$ cat src/sv/divrem_pkg.sv
// Shared constants and types for the 64-bit integer divider.
`default_nettype none

package divrem_pkg;

  // Operand width that the divider works on; port fields stay at PORT_WIDTH.
  localparam int DATA_WIDTH = 64;
  localparam int PORT_WIDTH = 64;

  // Signed operation select on the opcode field.
  localparam logic OP_UNSIGNED = 1'b0;
  localparam logic OP_SIGNED   = 1'b1;

  // One item in flight through the row of division cells.
  typedef struct packed {
    logic                  valid;
    logic                  neg_q;  // negate quotient at the end
    logic                  neg_r;  // negate remainder at the end
    logic [DATA_WIDTH-1:0] nq;     // dividend bits shift out on top, quotient bits in at bottom
    logic [DATA_WIDTH-1:0] rem;    // partial remainder
    logic [DATA_WIDTH-1:0] den;    // absolute divisor
  } stage_t;

  // Finished result waiting for the consumer.
  typedef struct packed {
    logic [DATA_WIDTH-1:0] quo;
    logic [DATA_WIDTH-1:0] rem;
  } result_t;

endpackage

`default_nettype wire

$ cat src/sv/divrem_outq.sv
// Two-entry result queue in front of the output port.
`default_nettype none

module divrem_outq
  import divrem_pkg::*;
(
  input  wire     clk,
  input  wire     rst,
  input  wire     push,
  input  result_t push_data,
  input  wire     pop,
  output logic    full,
  output logic    head_valid,
  output result_t head
);

  result_t    entry [2];
  logic       rd_ptr;
  logic       wr_ptr;
  logic [1:0] count;

  assign full       = (count == 2'd2);
  assign head_valid = (count != 2'd0);
  assign head       = entry[rd_ptr];

  always_ff @(posedge clk) begin
    if (rst) begin
      rd_ptr <= 1'b0;
      wr_ptr <= 1'b0;
      count  <= 2'd0;
    end else begin
      if (push) begin
        wr_ptr <= ~wr_ptr;
      end
      if (pop) begin
        rd_ptr <= ~rd_ptr;
      end
      case ({push, pop})
        2'b10:   count <= count + 2'd1;
        2'b01:   count <= count - 2'd1;
        default: count <= count;
      endcase
    end
    if (push) begin
      entry[wr_ptr] <= push_data;
    end
  end

`ifndef SYNTHESIS
  assert property (@(posedge clk) disable iff (rst) count != 2'd3)
    else $error("result queue count out of range");
  assert property (@(posedge clk) disable iff (rst) full |-> !push || pop)
    else $error("push into full result queue");
  assert property (@(posedge clk) disable iff (rst) (count == 2'd0) |-> !pop)
    else $error("pop from empty result queue");
`endif

endmodule

`default_nettype wire

$ cat config.mk
export PLATFORM = sky130hd
export DESIGN_NAME = divrem_outq
export DESIGN_NICKNAME = d
export VERILOG_FILES = /design/src/sv/divrem_pkg.sv /design/src/sv/divrem_outq.sv
export SDC_FILE = /design/constraint.sdc
export NUM_CORES = 1
export LEC_CHECK = 0
export ABC_AREA = 0
export BUFFER_PORTS_ARGS = -buffer_cell sky130_fd_sc_hd__buf_2
export CAP_MARGIN = 30
export CORE_AREA = 2 2 133 135
export DETAILED_ROUTE_END_ITERATION = 12
export DIE_AREA = 0 0 135 137
export PLACE_DENSITY_LB_ADDON = 0.05
export SYNTH_ARGS = -nofsm -noshare
export SYNTH_HDL_FRONTEND = slang
export SYNTH_SLANG_ARGS = --single-unit
$ cat constraint.sdc
create_clock -name clk -period 19.95 [get_ports clk]
set_input_delay 5.985 -clock clk [delete_from_list [all_inputs] [get_ports clk]]
set_output_delay 5.985 -clock clk [all_outputs]
set_load 0.05 [all_outputs]
* Word-level counts from Yosys, hierarchy flattened
Memory sizes are Yosys's and may differ from the RTL's. A register that Yosys moved wholly into a read port is not among the register bits.
Index checks and enable logic that the tools add are counted.
Widths: inputs -> output; s select.
** Storage, ports and cells
- Flip-flop bits (word level) :: 4
- Bits in writable memories :: 256
- Input port bits :: 132
- Output and inout port bits :: 130
- Logic and storage cells :: 18
- Memories kept :: 1
** Cells by class
- Add/sub/neg operators :: 2
- Equality and inequality tests :: 3
- Muxes and demuxes :: 5
- Bitwise gates (word level) :: 2
- Reductions and logical operators :: 2
** Memories
- entry :: words 2, width 128, read ports 1, clocked after Yosys merged registers in 1, wr ports 1, line divrem_outq.sv:17 : result_t entry [2];
** Operator list (count)
- $eq 2x2->1 const B :: 2
- $mux 1 :: 4
- $pmux 2 s2 :: 1
- $reduce_bool 2->1 :: 2
- $add 2x1->2 const B :: 1
- $eq 2x1->1 const B :: 1
- $not 1->1 :: 2
- $sub 2x1->2 const B :: 1

* Logic depth before layout (Yosys ltp)
- Depth after elaboration :: 3
- Mapped depth :: 5
- Depth with buffers taken out :: 5

* Worst setup path before layout
Ideal clock, no wire load.
- Path kind :: in2reg
- Start point :: input port push
- End point :: memory entry[0][0] in the netlist's numbering (enable)
- Library setup time :: 0.620 ns
- Arrival :: 11.404 ns
- Data required time :: 19.330 ns
- Path slack :: 7.925 ns
- Stages :: 2
- Buffers on the path :: 0
- Cells stage by stage :: inv_1 nor2_1
** Between the ends
- Longest elaborated chain between the ends :: 2
** RTL lines
- start, declared :: line divrem_outq.sv:9 : input wire push,
- $mux 1 :: line divrem_outq.sv:44 : if (push) begin
- $mux 1 (not written as such) :: line divrem_outq.sv:45 : entry[wr_ptr] <= push_data;
- end, declared :: line divrem_outq.sv:17
Every way passes these cells.

==> reports/results.ini <==
[die]
core-area_um2 = 17060
design.portCount = 262
chipHeight_um = 137
die_w_um = 135
start_util_pct = 55.33
dieArea_um2 = 18500
rows = 48

[worst_setup_path]
cp_top_family = flip-flops
crit_buf_inv = 3
critical_path_required_ns = 13.96
critical_path_class = reg2out
startpoint_type = flip-flop
cp.depth = 4
max_stage_delay_ns = 0.80
cp_slowest_cell = dfxtp_4
worstPathMaxFanout = 75
crit_chain = buf_4 > buf_16 > mux2_2 > buf_2
end_kind = output port
worstPathArrival_ns = 2.59
ff2ff_path_depth = 3

[power]
powerDensity_nw_per_um2 = 108.9
p_leak_nw = 4.378
worst_ir_drop_vdd_v = 0.00008603
totalPowerFinal_mw = 1.276

[global_route]
grt_use_total_pct = 18.34
antenna_found_initial = 7
grt_remaining_overflow = 0
grt_pass1_vias = 5027
grt_max_degree = 78
grt_pass1_wl_um = 25820

[sta]
rsz0062_at_grt = no
hold_violations = 0
setup_tns_ns = 0
layout_min_cycle_time_ns = 8.577
max_slew_margin_pct = 40.00
period_share_pct = 42.99
max_freq_ghz = 0.1166
final.setup_skew_ns = 0.005843
tightestPinTransition_ns = 0.9000
slew_violations = 0
setup-violations-final = 0

[final_layout]
drive_above_1_share_pct = 59.83
postLayoutCellArea_um2 = 11720
syn_to_final_growth_pct = 24.21
nets = 833
final_util_pct = 68.72
nFillCells = 1179

[clocking]
cts.path.max_buffers = 3
cts_hold_buf = 0
cts_resized = 0
cts.sinks = 261
ctsRootBufferMaster = clkbuf_16
clkTransAtPathRegs_ns = 0.06
numCtsBuffers = 25
clock_latency_ns = 0.50
post_cts_buffers = 0
h-tree-depth = 1
cts_tree = done

[run]
max-cap-violations = 0

[detailed_routing]
postRouteAntennaNets = 0
routed_wl_um = 17810
drc = 0
detailedRoute.firstIterationViolations = 216
met1_length_um = 6404
avgRoutedWirePerCell_um = 18.93
drtPass1Iterations = 4
wl_met2_um = 9384
viasPerCell = 5.128
routed-wl-met3_um = 1652
via_count = 4825
highest_layer = met5

[min_path]
hold_path_class = reg2reg
worstHoldPathCells = 2

[place]
io_buffers = 261
gp_congestion = 0.7318
place_area_um2 = 11000
hpwl_um = 11800

[synth]
postSynthCellCount = 420
synth_warnings = 0
synth_area_um2 = 9437
synth_area_per_cell_um2 = 22.47
ys_types = 16
ys_ff_latch = 261
seq_area_frac_synth_pct = 82.52
synth_fp_nets = 553

[run_status]
outcome = finished, final reports clean

-- per-layer routing --
metal  vias to the layer above  GRT usage (%)
met4                         6          6.134
met3                        36          6.556
li1                       2229              -
met2                       191          32.04
met1                      2363          21.16
met5                         -              0
-- flip-flops by register name, indices dropped and copies added, names as in the netlist, named ones only --
name	count
entry	256
wr_ptr	1
rd_ptr	1
count	2
-- power breakdown --
group / internal, mW / switching (mW)
Clock: 0.233 / 0.175
Sequential: 0.640 / 0.0116
Combinational: 0.0610 / 0.155
Total: 0.934 / 0.342
-- cells in the mapped netlist --
master,number,area (um^2)
ha_1,1,12.51
buf_4,12,90.09
or2_2,1,6.260
xnor2_1,3,26.28
mux2_2,128,1441
or3_1,1,6.260
nor2_1,5,18.77
dfxtp_1,5,100.1
xor2_1,1,8.760
inv_1,1,3.750
edfxtp_1,256,7687
a21oi_1,1,5.000
and2_1,1,6.260
and2b_2,1,8.760
buf_2,2,10.01
o21ai_0,1,5.000
-- worst register-to-register path, cell delays in order, from the launching register on --
cell and delay [ns]:
dfxtp_1 0.41, and2_4 0.57, buf_4 0.45, buf_16 0.32
-- worst paths after layout --
kind,startpoint,endpoint,slack [ns]
setup / recovery,flip-flop,head[76],11.37
hold / removal,rd_ptr,rd_ptr,0.52
setup reg to reg,wr_ptr,entry[1][72],17.79
hold reg to reg,rd_ptr,rd_ptr,0.52
-- layout make-up --
| class | instances | area (um^2) | share of cell area, % |
|---|---|---|---|
| Antenna cell | 4 | 10.01 | 0.08540 |
| Clock buffer | 38 | 684.4 | 5.839 |
| Clock inverter | 1 | 3.754 | 0.03202 |
| Inverter | 1 | 3.754 | 0.03202 |
| Multi-Input combinational cell | 144 | 1555 | 13.27 |
| Sequential cell | 261 | 7791 | 66.47 |
| Tap cell | 225 | 281.5 | 2.402 |
| Timing Repair Buffer | 267 | 1391 | 11.87 |
-- kinds of logic after synthesis --
family / synth area share [%]
AOI/OAI and AO/OA: 0.1060
adders and majority gates: 0.1326
muxes: 15.27
and+or+nand+nor: 0.4908
DFF: 82.52
buffers and inverters: 1.101
xor gates and xnor gates: 0.3713
-- stage by stage --
step / instances / hold WS [ns] / worst slack [ns]
3_3_place_gp: 896 / 0.4770 / 11.54
2_1_floorplan: 420 / 0.4564 / 7.925
5_1_grt: 939 / 0.5574 / 11.27
4_1_cts: 936 / 0.5249 / 10.98
6_report: 941 / 0.5226 / 11.37
3_5_place_dp: 897 / 0.5095 / 11.52
-- cells in the final DEF, fill, tap and decap left out, drive strengths merged --
cell type,n
ha,1
mux2,128
edfxtp,256
nor2,5
buf,267
inv,1
a21oi,1
clkbuf,38
diode,4
or2,1
or3,1
and2,1
xnor2,3
clkinv,1
xor2,1
o21ai,1
dfxtp,5
and2b,1
No activity file was read; power rests on OpenSTA's default activity.
