$ cat src/sv/divrem_pkg.sv
// Shared constants and types for the 64-bit integer divider.
`default_nettype none

package divrem_pkg;

  // Operand width that the divider works on; port fields stay at PORT_WIDTH.
  localparam int DATA_WIDTH = 64;
  localparam int PORT_WIDTH = 64;

  // Signed operation select on the opcode field.
  localparam logic OP_UNSIGNED = 1'b0;
  localparam logic OP_SIGNED   = 1'b1;

  // One item in flight through the row of division cells.
  typedef struct packed {
    logic                  valid;
    logic                  neg_q;  // negate quotient at the end
    logic                  neg_r;  // negate remainder at the end
    logic [DATA_WIDTH-1:0] nq;     // dividend bits shift out on top, quotient bits in at bottom
    logic [DATA_WIDTH-1:0] rem;    // partial remainder
    logic [DATA_WIDTH-1:0] den;    // absolute divisor
  } stage_t;

  // Finished result waiting for the consumer.
  typedef struct packed {
    logic [DATA_WIDTH-1:0] quo;
    logic [DATA_WIDTH-1:0] rem;
  } result_t;

endpackage

`default_nettype wire

$ cat src/sv/divrem_cell.sv
// One restoring division step with its output register.
`default_nettype none

module divrem_cell
  import divrem_pkg::*;
(
  input  wire    clk,
  input  wire    rst,
  input  wire    en,
  input  stage_t prev,
  output stage_t curr
);

  logic                  carry;
  logic                  ge;
  logic [DATA_WIDTH-1:0] shifted;
  logic [DATA_WIDTH-1:0] rem_next;
  logic [DATA_WIDTH-1:0] nq_next;

  // Shift the next dividend bit in; the bit shifted out counts in the compare.
  always_comb begin
    carry    = prev.rem[DATA_WIDTH-1];
    shifted  = {prev.rem[DATA_WIDTH-2:0], prev.nq[DATA_WIDTH-1]};
    ge       = carry || (shifted >= prev.den);
    rem_next = ge ? (shifted - prev.den) : shifted;
    nq_next  = {prev.nq[DATA_WIDTH-2:0], ge};
  end

  always_ff @(posedge clk) begin
    if (rst) begin
      curr.valid <= 1'b0;
    end else if (en) begin
      curr.valid <= prev.valid;
    end
    if (en) begin
      curr.neg_q <= prev.neg_q;
      curr.neg_r <= prev.neg_r;
      curr.nq    <= nq_next;
      curr.rem   <= rem_next;
      curr.den   <= prev.den;
    end
  end

endmodule

`default_nettype wire

$ cat config.mk
export PLATFORM = sky130hd
export DESIGN_NAME = divrem_cell
export DESIGN_NICKNAME = d
export VERILOG_FILES = /design/src/sv/divrem_pkg.sv /design/src/sv/divrem_cell.sv
export SDC_FILE = /design/constraint.sdc
export NUM_CORES = 1
export LEC_CHECK = 0
export BUFFER_PORTS_ARGS = -buffer_cell sky130_fd_sc_hd__buf_2
export CORE_MARGIN = 5
export CORE_UTILIZATION = 50
export CTS_CLUSTER_SIZE = 8
export DETAILED_ROUTE_END_ITERATION = 7
export GPL_TIMING_DRIVEN = 0
export PLACE_DENSITY = 0.91
export SLEW_MARGIN = 20
export SYNTH_ARGS = -nofsm -noshare
export SYNTH_HDL_FRONTEND = slang
export SYNTH_SLANG_ARGS = --single-unit
$ cat constraint.sdc
create_clock -name clk -period 3.7 [get_ports clk]
set_input_delay 0.37 -clock clk [delete_from_list [all_inputs] [get_ports clk]]
set_output_delay 0.37 -clock clk [all_outputs]
set_load 0.005 [all_outputs]
After elaboration in Yosys (flattened, before gate mapping)
Cells that the tools add are included.
{"block": "classes", "add_sub_neg": 1, "n_lt_le_gt_ge": 1, "mux": 1, "reduce_logical": 1}
{"operator": "$ge A64 B64 Y1", "n": 1}
{"operator": "$mux W64", "n": 1}
{"operator": "$sub A64 B64 Y64", "n": 1}
{"operator": "$logic_or A1 B1 Y1", "n": 1}
{"block": "totals", "register_bits": 195, "input_bits": 198, "out_inout_bits": 195, "elab_cells": 10}

Depth between registers and ports, before layout
{"block": "logic_depth", "word_depth": 3, "ltp_mapped": 15, "depth_no_buf": 14}

Worst setup path before layout
OpenSTA, ideal clock, no wires.
{"block": "synth_timing", "kind": "in2reg", "from": "in prev[191] in the netlist's numbering", "to": "reg curr[126] in the netlist's numbering, data pin", "setup_time_ns": 0.255, "arrival_ns": 3.029, "t_required_ns": 3.445, "setup_slack_ns": 0.415, "path_stages": 14, "n_path_buf": 0, "path_cell_list": "inv_1 > ha_1 > fa_1 > nand2b_1 > a21oi_2 > o21ai_1 > a22oi_2 > a21oi_2 > a211oi_2 > o2111ai_1 > a2111o_1 > a2111oi_2 > mux2i_1 > nor2_1"}
{"block": "synth_via", "elab_chain_cells": 3, "elab_cells_between_ends": 4, "classes_between": "1 x add/sub; 1 x order compare; 1 x mux; 1 x reduce/logical"}
{"element": "from (decl)", "line": "divrem_cell.sv:10", "text": "input stage_t prev,"}
{"element": "$ge A64 B64 Y1", "line": "divrem_cell.sv:24", "text": "ge = carry || (shifted >= prev.den);"}
{"element": "$logic_or A1 B1 Y1", "line": "divrem_cell.sv:24"}
{"element": "$mux W64 (*)", "line": "divrem_cell.sv:25", "text": "rem_next = ge ? (shifted - prev.den) : shifted;"}
{"element": "net rem_next[62]", "line": "divrem_cell.sv:17", "text": "logic [DATA_WIDTH-1:0] rem_next;"}
{"element": "to (decl)", "line": "divrem_cell.sv:11", "text": "output stage_t curr"}
The timed path passes the listed nets; every way through them passes the cells marked *.
A chain may end at the register's enable or synchronous reset.

Final worst setup path
{"block": "layout_timing", "from": "in prev[0] in the netlist's numbering", "to": "reg curr[126] in the netlist's numbering, data pin"}
The elaborated chain is that of the path after synthesis.

==> results.txt <==
The run finished with clean final reports. The detail route stage leaves a number of antenna-violating nets equal to 0. Across the run, the number of max-cap violations was 0.

The final weighted congestion in routability-driven placement was 0.905; the largest clock skew in the final design was 0 ps. Entering global routing, the biggest net connects 115 pins. The first global-routing pass estimated 48800 um of wire.

The worst path setup slack after routing was 118 ps. The largest register by flop count is curr. TritonCTS built the clock tree. The overall die area came out at 0.0242 mm2. The cell sitting at the root of the clock tree is a sky130_fd_sc_hd__clkbuf_16. For this run, the post-layout net count is 1621. The H-tree was split into 4 levels. The flip-flop count of the largest register after layout came out at 195. The tools report the final-layout setup total negative slack as 0 ps. In the synthesized netlist the async set-or-reset flop fraction comes to 0%. Number of DRC violations after detailed routing: 0. Deepest clock path buffer count: 2. The floorplan step set the die height to 155 um. In this run the tool buffered the top-level ports with 392 buffer cells. For this block, the routed nets add up to 32700 um of wire. The critical path is of the in2reg type. The pre-CTS setup slack came out at -312 ps.

For the final hold violation count, the log shows 0. Pin placement for this block handled 393 I/O pins. Final count of negative-setup-slack endpoints: 0. Clock-pin slew was measured on the worst setup and hold paths at 80 ps.

The number of enable-type register cells in the synthesized netlist works out to 194. The source-to-sink clock delay at the later pin of the worst-skew pair was 440 ps; the synthesized flop and latch total was 195. By area the synthesized netlist is led by sky130_fd_sc_hd__edfxtp_1, sky130_fd_sc_hd__ha_1, sky130_fd_sc_hd__a21oi_1. Global routing finished with a remaining overflow of 0.

Post-CTS timing repair inserted 0 buffers for setup. In this design, the largest share of critical-path delay is due to compound AO/OA/AOI/OAI gates. In the final layout, the share of cells above drive strength 1 is 33.6%. The logs give 0 for the final count of pins violating max slew and 3780 ps for the worst path arrival time. The largest registers in the layout are curr (195). The logs give 0.293 mV for the peak supply drop and 9197 for the number of global-route vias before repair. For the count of mapped cells out of synthesis, the log shows 946.

The synthesized design devotes to its leading area cell type 55.1% of total area. The slowest stage of the critical path is the sky130_fd_sc_hd__a2111o_1 cell. The primary flip-flop cell chosen by synthesis mapping is sky130_fd_sc_hd__edfxtp_1. The first TritonRoute pass finished after 6 iterations.

The routed design could run at a clock period as short as 3580 ps. The logs give 0.0210 mm2 for the standard cell core area and 48.5% for the worst max-slew margin expressed relative to the limit. Using the TritonRoute via totals, the vias-per-cell ratio works out to 5.60. The die outline width is 155 um. Dividing the synthesized area by the synthesized cell count gives 11.2 um2. The starting utilization of the core area was 50.5%. Global routing used 25.6% of the available tracks across all layers. The initial antenna violation count is 6, and the half-perimeter wire length after placement is 25600 um.

The floorplan has 53 rows. The logs give 6.11 nW for the static leakage power and 864 for the number of DRC violations after detailed-routing iteration 0. The number of nets produced by synthesis was 1209; the number of different library cells in the post-synthesis netlist was 64. For this run, the top clock speed supported by timing is 279 MHz.

The run gives 6.06 mW as the final total power. The critical path goes through buf_2, ha_1, fa_1, nand2b_1, a21oi_2, o21ai_1, a22oi_2, a21oi_2, a211oi_2, o2111ai_2, a2111o_1, a2111oi_2, mux2i_1, nor2_1. The number of warning messages in the yosys log was 0.

The critical path startpoint category was a primary input. The hold-fix buffer count after cts came out at 0. The path class of the lowest-slack min-delay path is in2reg. For the worst setup path, the data required time is 3890 ps.

The growth of design area from synthesis to finish is 28.3%, and the power density of the placed cells is 447 mW/mm2. By instance count, the leading cell after synthesis is sky130_fd_sc_hd__edfxtp_1. The mean routed wirelength per cell came out at 19.8 um. The final worst-path cycle share is 96.8%, and the clock sink count is 195. At the pin with the least slew margin, the transition time is 753 ps. Cells fill 64.7% of the core in the end. Summing the sequential cell areas from Yosys gives 55.3% of the chip area.

On the final layout, the worst hold slack is 86.4 ps. The buffer and inverter count on the worst path was 1; the maximum fanout along the worst path was 4. The detailed router placed 9267 vias in this run. The run gives 17 as the TritonCTS buffer count. By instance count, the cell type seen most on the critical path is sky130_fd_sc_hd__a21oi_2. The largest single stage delay on the critical path is 470 ps. The post-synthesis cell type with the largest combined area is sky130_fd_sc_hd__edfxtp_1.

The cell area after synthesis was 0.0106 mm2. In the synthesized netlist, the cells that appear most often are sky130_fd_sc_hd__edfxtp_1, sky130_fd_sc_hd__a21oi_1, sky130_fd_sc_hd__nor2_1, sky130_fd_sc_hd__inv_1, sky130_fd_sc_hd__ha_1. Counting the fill cells in the layout gives 1603.

STA classifies the critical path endpoint as a register.
per-stage QoR:
| step | cells | cell area [um2] |
|---|---|---|
| CTS | 1646 | 13500 |
| detailed placement | 1614 | 12900 |
| finish | 1654 | 13600 |
| global placement | 1613 | 12900 |
| global route | 1652 | 13600 |
| floorplan | 946 | 10600 |
final timing paths:
path | to | from | cells after the start | slack, ps
max | curr[126]$_DFFE_PP_ | prev[0] | 14 | 120
min | curr[194]$_SDFFE_PP0P_ | rst | 2 | 90
max reg2reg | curr[194]$_SDFFE_PP0P_ | curr[194]$_SDFFE_PP0P_ | 2 | 3070
min reg2reg | curr[194]$_SDFFE_PP0P_ | curr[194]$_SDFFE_PP0P_ | 2 | 540
layer usage:
metal,wire (um),GRT usage [%]
met1,11900,30.0
met2,16900,46.5
met4,1260,9.25
met3,2660,5.23
met5,13,0
kinds of logic (layout without fill, tap and decap cells):
| logic type | after synthesis | after routing | synth area share (%) |
|---|---|---|---|
| AOI/OAI and AO/OA | 256 | 256 | 15.0 |
| xor gates and xnor gates | 60 | 60 | 4.97 |
| adders and majority gates | 65 | 65 | 7.76 |
| buffers and inverters | 118 | 543 | 4.50 |
| DFF | 195 | 195 | 55.3 |
| muxes | 21 | 21 | 2.20 |
| other | 0 | 8 | 0 |
| and+or+nand+nor | 231 | 231 | 10.3 |
cell type report:
class / instances / area (um2) / area share [%]
repair buffers: 393 / 2000 / 14.7
well taps: 275 / 344 / 2.54
clock inverters: 14 / 175 / 1.29
multi-input cells: 633 / 4280 / 31.5
diodes: 8 / 20.0 / 0.148
inverters: 80 / 300 / 2.21
plain buffers: 38 / 176 / 1.30
clock buffers: 18 / 429 / 3.16
flip-flops and latches: 195 / 5850 / 43.1
cells in the final DEF (no fill, tap or decap), types with 4 or more instances in the layout:
master and n:
sky130_fd_sc_hd__xnor2_1 35, sky130_fd_sc_hd__nand2_1 52, sky130_fd_sc_hd__mux2_1 15, sky130_fd_sc_hd__inv_6 4
sky130_fd_sc_hd__and3_1 6, sky130_fd_sc_hd__a211oi_1 8, sky130_fd_sc_hd__a31oi_1 4, sky130_fd_sc_hd__edfxtp_1 194
sky130_fd_sc_hd__clkbuf_16 17, sky130_fd_sc_hd__ha_1 64, sky130_fd_sc_hd__a21o_1 34, sky130_fd_sc_hd__buf_2 405
sky130_fd_sc_hd__o21bai_1 12, sky130_fd_sc_hd__clkinv_8 5, sky130_fd_sc_hd__nor2b_1 10, sky130_fd_sc_hd__a21oi_1 118
sky130_fd_sc_hd__o21a_1 6, sky130_fd_sc_hd__nor2_1 85, sky130_fd_sc_hd__nand2b_1 10, sky130_fd_sc_hd__o21ai_1 5
sky130_fd_sc_hd__nand4_1 23, sky130_fd_sc_hd__o31ai_1 4, sky130_fd_sc_hd__inv_1 80, sky130_fd_sc_hd__diode_2 8
sky130_fd_sc_hd__nor3_1 10, sky130_fd_sc_hd__clkbuf_1 21, sky130_fd_sc_hd__xor2_1 25, sky130_fd_sc_hd__o21ai_0 34
sky130_fd_sc_hd__nand3_1 16
worst reg2reg max path, cell delays in order (launching register included):
cell and delay, ps:
sky130_fd_sc_hd__dfxtp_1 320, sky130_fd_sc_hd__mux2i_1 150, sky130_fd_sc_hd__nor2_1 60
repair_timing:
item / CTS / global route
gates resized for setup: 0 / 6
hold endpoints to repair: 0 / 0
endpoints found under the setup margin: 0 / 18
power breakdown:
group          switching (mW)  internal (mW)
clock network           0.968          0.923
registers              0.0620           2.72
logic                   0.800          0.589
total                    1.83           4.23
Note: power is estimated with default switching activity, not from simulation.
